--- src/qpd_pkg.sv ---
// Shared definitions for the quoted-printable decoder.
// Holds result kind codes, input function codes, the escape character and hex lookup.
// No dependencies.
package qpd_pkg;

   // Input item function codes (code 3 acts as a token)
   localparam logic [1:0] FUNC_DATA  = 2'd0;
   localparam logic [1:0] FUNC_EOL   = 2'd1;
   localparam logic [1:0] FUNC_TOKEN = 2'd2;

   // Result kind codes
   localparam logic [2:0] KIND_DATA   = 3'd0;
   localparam logic [2:0] KIND_EOL    = 3'd1;
   localparam logic [2:0] KIND_TOKEN  = 3'd2;
   localparam logic [2:0] KIND_NOLINE = 3'd3;
   localparam logic [2:0] KIND_BADESC = 3'd4;

   // Most results one transaction can produce
   localparam int unsigned MAX_RESULTS = 3;

   localparam logic [7:0] ESC_CHAR = 8'h3D;

   typedef struct packed {
      logic       ok;
      logic [3:0] value;
   } hex_digit_type;

   // Map an ASCII hex digit (either case) to its value
   function automatic hex_digit_type hex_decode(input logic [7:0] c);
      hex_digit_type r;
      r.ok    = 1'b0;
      r.value = 4'd0;
      if (c >= 8'h30 && c <= 8'h39) begin
         r.ok    = 1'b1;
         r.value = c[3:0];
      end else if ((c >= 8'h41 && c <= 8'h46) || (c >= 8'h61 && c <= 8'h66)) begin
         r.ok    = 1'b1;
         r.value = c[3:0] + 4'd9;
      end
      return r;
   endfunction

endpackage

--- src/quoted_printable_decoder.sv ---
// Top level of the quoted-printable decoder: input register, escape state,
// result buffer of up to three results. Depends on qpd_pkg.
//
// The decoder takes one transaction per cycle and emits one result per
// cycle while rsp_ready is high. Each input transaction lands in an input
// register; the escape logic decodes it combinationally into zero to three
// results, which are loaded into a small result buffer and drained one per
// cycle while rsp_ready is high. Transactions that cause zero or one result
// sustain one per cycle; one that causes two or three results holds the
// single result port until all are taken, which sets the rate. A new
// transaction is taken while results of the previous one still wait, but
// once the input register is full a stalled output stalls the input.
// Results of one transaction come out in order, the final one with rsp_last.
module quoted_printable_decoder
   import qpd_pkg::*;
(
   input  logic       clock,
   input  logic       reset,
   input  logic       req_valid,
   output logic       req_ready,
   input  logic [1:0] req_func,
   input  logic [7:0] req_char_in,
   output logic       rsp_valid,
   input  logic       rsp_ready,
   output logic [2:0] rsp_out_kind,
   output logic [7:0] rsp_out_byte,
   output logic       rsp_last
);

   typedef enum logic [1:0] {
      MODE_NORMAL = 2'd0,
      MODE_EQ     = 2'd1,
      MODE_DIGIT  = 2'd2,
      MODE_SOFT   = 2'd3
   } mode_type;

   localparam int unsigned CntW = $clog2(MAX_RESULTS + 1);

   // Input register
   logic       in_vld_ff;
   logic [1:0] in_func_ff;
   logic [7:0] in_char_ff;

   // Escape state
   mode_type   mode_ff, mode_in;
   logic [3:0] nib_ff, nib_in;

   // Result buffer, slot 0 is presented
   logic [CntW-1:0] rem_ff;
   logic [2:0]      kind_ff [MAX_RESULTS];
   logic [7:0]      byte_ff [MAX_RESULTS];

   // Decoded results for the transaction in the input register
   logic [CntW-1:0] n_dec;
   logic [2:0]      kind_dec [MAX_RESULTS];
   logic [7:0]      byte_dec;

   logic          rsp_take;
   logic          move;
   logic          is_data, is_eol, is_tok;
   hex_digit_type hex;

   assign rsp_take  = rsp_valid && rsp_ready;
   assign move      = in_vld_ff &&
                      (rem_ff == '0 || (rem_ff == CntW'(1) && rsp_ready));
   assign req_ready = !in_vld_ff || move;

   assign rsp_valid    = rem_ff != '0;
   assign rsp_out_kind = kind_ff[0];
   assign rsp_out_byte = byte_ff[0];
   assign rsp_last     = rem_ff == CntW'(1);

   assign is_data = in_func_ff == FUNC_DATA;
   assign is_eol  = in_func_ff == FUNC_EOL;
   assign is_tok  = in_func_ff[1];
   assign hex     = hex_decode(in_char_ff);

   // Decode one transaction against the escape state
   always_comb begin
      n_dec       = '0;
      kind_dec[0] = KIND_DATA;
      kind_dec[1] = KIND_DATA;
      kind_dec[2] = KIND_DATA;
      byte_dec    = 8'd0;
      mode_in     = mode_ff;
      nib_in      = nib_ff;
      unique case (mode_ff)
         MODE_EQ: begin
            if (is_data) begin
               if (hex.ok) begin
                  nib_in  = hex.value;
                  mode_in = MODE_DIGIT;
               end else begin
                  n_dec       = CntW'(1);
                  kind_dec[0] = KIND_BADESC;
                  mode_in     = MODE_NORMAL;
               end
            end else if (is_eol) begin
               mode_in = MODE_SOFT;
            end else begin
               n_dec       = CntW'(2);
               kind_dec[0] = KIND_BADESC;
               kind_dec[1] = KIND_TOKEN;
               mode_in     = MODE_NORMAL;
            end
         end
         MODE_DIGIT: begin
            mode_in = MODE_NORMAL;
            if (is_data) begin
               n_dec = CntW'(1);
               if (hex.ok) begin
                  kind_dec[0] = KIND_DATA;
                  byte_dec    = {nib_ff, hex.value};
               end else begin
                  kind_dec[0] = KIND_BADESC;
               end
            end else begin
               n_dec       = CntW'(2);
               kind_dec[0] = KIND_BADESC;
               kind_dec[1] = is_eol ? KIND_EOL : KIND_TOKEN;
            end
         end
         MODE_NORMAL, MODE_SOFT: begin
            mode_in = MODE_NORMAL;
            if (is_tok && mode_ff == MODE_SOFT) begin
               // stream ended after a soft break
               n_dec       = CntW'(3);
               kind_dec[0] = KIND_EOL;
               kind_dec[1] = KIND_TOKEN;
               kind_dec[2] = KIND_NOLINE;
            end else if (is_data) begin
               if (in_char_ff == ESC_CHAR) begin
                  mode_in = MODE_EQ;
               end else begin
                  n_dec       = CntW'(1);
                  kind_dec[0] = KIND_DATA;
                  byte_dec    = in_char_ff;
               end
            end else begin
               n_dec       = CntW'(1);
               kind_dec[0] = is_eol ? KIND_EOL : KIND_TOKEN;
            end
         end
         default: begin
            mode_in = MODE_NORMAL;
         end
      endcase
   end

   // Hold the input transaction until it is decoded
   always_ff @(posedge clock) begin
      if (reset) begin
         in_vld_ff <= 1'b0;
      end else if (req_ready) begin
         in_vld_ff <= req_valid;
      end
      if (req_valid && req_ready) begin
         in_func_ff <= req_func;
         in_char_ff <= req_char_in;
      end
   end

   // Advance escape state and load or shift the result buffer
   always_ff @(posedge clock) begin
      if (reset) begin
         mode_ff <= MODE_NORMAL;
         nib_ff  <= 4'd0;
         rem_ff  <= '0;
      end else if (move) begin
         mode_ff <= mode_in;
         nib_ff  <= nib_in;
         rem_ff  <= n_dec;
      end else if (rsp_take) begin
         rem_ff <= rem_ff - CntW'(1);
      end
      if (move) begin
         kind_ff[0] <= kind_dec[0];
         kind_ff[1] <= kind_dec[1];
         kind_ff[2] <= kind_dec[2];
         byte_ff[0] <= byte_dec;
         byte_ff[1] <= 8'd0;
         byte_ff[2] <= 8'd0;
      end else if (rsp_take) begin
         kind_ff[0] <= kind_ff[1];
         kind_ff[1] <= kind_ff[2];
         byte_ff[0] <= byte_ff[1];
         byte_ff[1] <= byte_ff[2];
      end
   end

   // Only data results carry a byte
   assert property (@(posedge clock) disable iff (reset)
      rsp_valid && rsp_out_kind != KIND_DATA |-> rsp_out_byte == 8'd0)
      else $error("non-data result carries a byte");

   // A non-final result is followed by another result of the same transaction
   assert property (@(posedge clock) disable iff (reset)
      rsp_valid && rsp_ready && !rsp_last |=> rsp_valid)
      else $error("results of one transaction broken up");

   // The continuation error always closes its transaction
   assert property (@(posedge clock) disable iff (reset)
      rsp_valid && rsp_out_kind == KIND_NOLINE |-> rsp_last)
      else $error("continuation error not final");

   // The buffer never holds more than one transaction's results
   assert property (@(posedge clock) disable iff (reset)
      rem_ff <= CntW'(MAX_RESULTS))
      else $error("result buffer overfilled");

endmodule
--- config.mk ---
export PLATFORM = sky130hd
export DESIGN_NAME = quoted_printable_decoder
export DESIGN_NICKNAME = d
export VERILOG_FILES = /design/src/qpd_pkg.sv /design/src/quoted_printable_decoder.sv
export SDC_FILE = /design/constraint.sdc
export NUM_CORES = 1
export LEC_CHECK = 0
export ABC_CLOCK_PERIOD_IN_PS = 2100
export BUFFER_PORTS_ARGS = -buffer_cell sky130_fd_sc_hd__buf_4
export CORE_MARGIN = 1.5
export CORE_UTILIZATION = 50
export DETAILED_ROUTE_END_ITERATION = 12
export GPL_ROUTABILITY_DRIVEN = 1
export HOLD_SLACK_MARGIN = 0.03
export PLACE_DENSITY = 0.74
export SLEW_MARGIN = 30
export SYNTH_ARGS = -nofsm -noshare
export SYNTH_HDL_FRONTEND = slang
export SYNTH_SLANG_ARGS = --single-unit
--- constraint.sdc ---
create_clock -name clock -period 2.1 [get_ports clock]
set_input_delay 0.525 -clock clock [delete_from_list [all_inputs] [get_ports clock]]
set_output_delay 0.525 -clock clock [all_outputs]
set_load 0.02 [all_outputs]
# Word level (Yosys, flattened, before mapping)
# Memories as Yosys holds them, arrays and structs flattened.
# Index checks and enable logic that the tools add are counted.
[op_classes] n_addsub=2 order_cmp=6 n_eq_ne=6 muxes=45 bitwise_logic=4 n_reduce_logical=19
[ops] op="$mux W8" count=7
[ops] op="$mux W2" count=12
[ops] op="$mux W3" count=8
[ops] op="$pmux W6 S3" count=1
[ops] op="$ge A8 B7 Y1 const B" count=2
[ops] op="$le A8 B7 Y1 const B" count=2
[ops] op="$pmux W8 S2" count=1
[ops] op="$mux W5" count=3
[ops] op="$pmux W2 S3" count=2
[ops] op="$mux W1" count=10
[ops] op="$eq A8 B6 Y1 const B" count=1
[ops] op="$ge A8 B6 Y1 const B" count=1
[ops] op="$le A8 B6 Y1 const B" count=1
[ops] op="$logic_and A1 B1 Y1" count=8
[ops] op="$eq A2 B1 Y1 const B" count=3
[ops] op="$logic_not A2 Y1" count=3
[ops] op="$mux W6" count=1
[ops] op="$add A4 B4 Y4 const B" count=1
[ops] op="$eq A2 B2 Y1 const B" count=2
[ops] op="$or A1 B1 Y1" count=4
[ops] op="$reduce_and A4 Y1" count=1
[ops] op="$reduce_bool A2 Y1" count=2
[ops] op="$logic_or A1 B1 Y1" count=3
[ops] op="$reduce_or A2 Y1" count=1
[ops] op="other kinds (2)" count=2
[totals] reg_bits=19 mem_bits_rw=33 in_bits=14 out_inout_bits=14 word_cells=90 memories=2
[memory_table] memory="byte_ff" words=3 word_bits=8 rd=3 rd_ports_with_merged_regs=0 write_ports=3 line_no="quoted_printable_decoder.sv:51" text="logic [7:0] byte_ff [MAX_RESULTS];"
[memory_table] memory="kind_ff" words=3 word_bits=3 rd=3 rd_ports_with_merged_regs=0 write_ports=3 line_no="quoted_printable_decoder.sv:50" text="logic [2:0] kind_ff [MAX_RESULTS];"

# Depth between registers and ports, before layout
[depth] ltp_word=9 ltp_mapped=7 ltp_nobuf=7

# Worst setup path after synthesis
# OpenSTA, ideal clock, no wires.
[synth_timing] path_kind="flip-flop to flip-flop" startpoint="register in_char_ff[0]" endpoint="memory byte_ff[0][4] (data pin)" setup_ps=256 t_arrival_ps=1820 required_time_ps=1844 slack_ps=23 stages_incl_launch_ff=7 path_buffers=0 synth_period_minus_slack_ps=2077 cell_sequence="edfxtp_1 > inv_1 > ha_1 > nor3b_1 > nor3b_4 > o2111a_2 > a22o_1"
[synth_rtl] element="from (decl)" line_no="quoted_printable_decoder.sv:42" text="logic [7:0] in_char_ff;"
[synth_rtl] element="from (signal assigned)" line_no="quoted_printable_decoder.sv:159" text="in_char_ff <= req_char_in;"
[synth_rtl] element="to (decl)" line_no="quoted_printable_decoder.sv:51"

# Final worst setup path
[layout_timing] startpoint="register in_char_ff[7]" endpoint="register nib_ff[2]"
[layout_via] elab_chain_cells=6 word_cells_on_any_way=13 classes_between="6 x order compare; 2 x mux; 5 x reduce/logical"
[layout_rtl] element="$ge A8 B7 Y1 / $le A8 B7 Y1 (equally long branches)" line_no="qpd_pkg.sv:36" text="end else if ((c >= 8'h41 && c <= 8'h46) || (c >= 8'h61 && c <= 8'h66)) begin"
[layout_rtl] element="$logic_and A1 B1 Y1" line_no="qpd_pkg.sv:36"
[layout_rtl] element="$logic_or A1 B1 Y1" line_no="qpd_pkg.sv:36"
[layout_rtl] element="$mux W5" line_no="qpd_pkg.sv:36"
[layout_rtl] element="$mux W5 *" line_no="qpd_pkg.sv:33" text="if (c >= 8'h30 && c <= 8'h39) begin"
[layout_rtl] element="$reduce_and A4 Y1 (no line)"
[layout_rtl] element="to (signal assigned)" line_no="quoted_printable_decoder.sv:171" text="nib_ff <= nib_in;"
[layout_rtl] element="to (decl)" line_no="quoted_printable_decoder.sv:46" text="logic [3:0] nib_ff, nib_in;"
# Mark *: on every way between the ends. The rest lies on a longest branch, timed or not.
# A chain may end at the register's enable or synchronous reset.

==> impl_metrics.toml <==
[worst_setup_path]
arrival_ns = 2.23
start_kind = "flip-flop"
path_class = "reg2reg"
reg2regPathDepth = 4
cp_max_fo = 4
cp_data_required_time_ns = 2.35
end_kind = "flip-flop"

[power_and_ir_drop]
p_switching_uw = 484
irDropWorstVdd_mv = 0.447
netSwitchingFraction = 0.311
p_per_area_nw_per_um2 = 715
power_frac_seq = 0.527
p_leak_nw = 0.910
p_clk_frac = 0.226
pwr-share-comb = 0.247
p_int_mw = 1.07

[logic_synthesis]
syn_inst = 165
synth_edf_count = 24
synthAdderAreaFrac = 0.0618
synth_top_family_by_area = "compound AO/OA/AOI/OAI gates"
synth-compound-area-share = 0.200
synth_top_cell_by_area = "edfxtp_1"
synth_top_area_share = 0.396
postSynthAreaPerCell_um2 = 11.0
synthSimpleGateAreaFrac = 0.166
ys_seq_area_frac = 0.495
synthArstFlopShare = 0
yosys_warnings = 0
synthTopCellsByArea = "edfxtp_1 (40%), dfxtp_1 (9.9%), ha_1 (6.2%)"
synth-seq-cells = 33
yosysUniqueCellTypes = 54
syn_area_um2 = 1820
yosys-mux-area-fraction = 0.0309
ys.flop_type = "edfxtp_1"
synth-xor-area-share = 0
syn_nets = 188

[placed_design]
dpl-instance-area_um2 = 2120
gp_congestion = 0.965
portBuffers = 27
dpl.hpwl_mm = 2.82

[die]
core_um2 = 3420
num_io_pins = 28
rows = 21
die_x_um = 63.4
die_h_um = 63.4
dieArea_um2 = 4010
start_util = 0.533

[routing]
drc_errors = 0
first_pass_iters = 4
routed_wl_mm = 3.60
route.vias.total = 1425
wl_per_cell_um = 14.5
vias_per_cell = 5.75
drt-initial-drc-count = 71
postRouteAntennaNets = 0

[cts]
cts_sinks = 33
clock_latency_ns = 0.35
clk_pin_slew_ns = 0.10
hold_buffers = 0
clk_path_buf_depth = 2
cts_max_level = 2
cts_tree = "done"
cts_inserted_buffers = 5
cts_root_buffer = "clkbuf_4"

[timing]
period_needed_ns = 1.98
rsz0062_at_grt = "no"
fmax_mhz = 505
hold_slack_ns = 0.341
tightestPinTransition_ns = 0.413
skew_ns = 0.00755
finalSetupViolCount = 0
final_hold_viol_count = 0
fin_crit_sh = 0.944
slew_violations = 0
tns_ns = 0
max-slew-margin-rel = 0.720

[cells_and_area]
layout_commonest_cell = "buf_4"
area_growth_pct = 19.6
final_area_um2 = 2180
final_nets = 224
mostFrequentLayoutCells = "buf_4 (38), edfxtp_1 (24), nand2_1 (13)"
drive_gt1_frac = 0.292
diodes = 0
postLayoutCoreUtil = 0.638

[grt]
grt-ovfl-total = 0
grt_antenna_before_repair = 0
grt_pass1_vias = 1296
grt_pass1_wl_mm = 5.98
grt_max_degree = 17
track_usage = 0.193

[job]
max-cap-violations = 0

[min_path]
hold_path_depth = 1
worst_hold_path_type = "in2reg"

[run_status]
status = "completed"
[timing repair]
action	CTS	global route
buffers inserted	0	0
setup endpoints to repair	0	1
endpoints found under the hold margin	0	0
gates resized for setup	0	1
[state kept, by name, indices dropped and copies added, names as in the netlist]
signal,cells
byte_ff,8
in_char_ff,8
kind_ff,6
nib_ff,4
in_func_ff,2
mode_ff,2
rem_ff,2
in_vld_ff,1
[power groups by stage]
| stage | clock network, mW | logic, mW | registers [mW] |
|---|---|---|---|
| after floorplan | 0 | 0.215 | 0.856 |
| after global placement | 0 | 0.374 | 0.832 |
| after detailed placement | 0 | 0.381 | 0.835 |
| after CTS | 0.357 | 0.382 | 0.820 |
| after global routing | 0.378 | 0.418 | 0.829 |
| final | 0.352 | 0.385 | 0.820 |
[area by class of cell]
class / instances / area (µm²)
Sequential cell: 33 / 901
Clock buffer: 5 / 37.5
Timing Repair Buffer: 38 / 285
Clock inverter: 3 / 17.5
Fill cell: 275 / 1240
Multi-Input combinational cell: 112 / 838
Tap cell: 46 / 57.6
Inverter: 11 / 41.3
[cells by family (layout without fill, tap and decap cells)]
group / count (synthesis) / after routing
compound gates: 48 / 48
simple gates: 50 / 50
buf+inv: 20 / 57
fa+ha+maj: 9 / 9
flops: 33 / 33
mux: 5 / 5
[metal layers]
| metal | global-route usage | part of all wire | up-vias |
|---|---|---|---|
| li1 | - | - | 699 |
| met1 | 0.249 | 0.44 | 681 |
| met2 | 0.314 | 0.49 | 39 |
| met3 | 0.0482 | 0.056 | 6 |
| met4 | 0.0734 | 0.017 | 0 |
| met5 | 0 | 0 | - |
[per-stage QoR]
step,instances,setup WS (ns),power (mW)
floorplan,165,0.0234,1.07
global placement,240,0.187,1.21
detailed placement,240,0.140,1.22
CTS,248,0.0897,1.56
global route,248,0.0198,1.63
finish,248,0.119,1.56
[cell usage after synthesis (2+ instances only)]
master and n:
nand2_1 13, a31oi_1 3, a21oi_1 6, dfxtp_1 9
ha_1 9, nand2b_1 2, o21bai_1 2, a211oi_1 3
inv_1 11, o21ai_0 7, edfxtp_1 24, nor2b_1 2
o41ai_1 2, a22o_1 4, nor3b_1 3, a32o_1 2
mux2i_1 3, o31ai_1 3, nor2_1 6, nand3_1 4
buf_4 3, o21ai_1 3, and3_1 3, clkbuf_1 6
nor3_1 3
[worst max-delay path: stages (launching register included)]
cell	delay [ns]
edfxtp_1	0.45
or4b_4	0.59
nor3b_4	0.24
o2111a_4	0.30
mux2_4	0.30
[final timing paths]
kind | start | endpoint | slack, ns
max | in_char_ff[7] | nib_ff[2] | 0.12
min | req_char_in[0] | in_char_ff[0] | 0.34
max reg2reg | in_char_ff[7] | nib_ff[2] | 0.12
min reg2reg | nib_ff[1] | nib_ff[1] | 0.47
(Power assumes the default switching activity.)
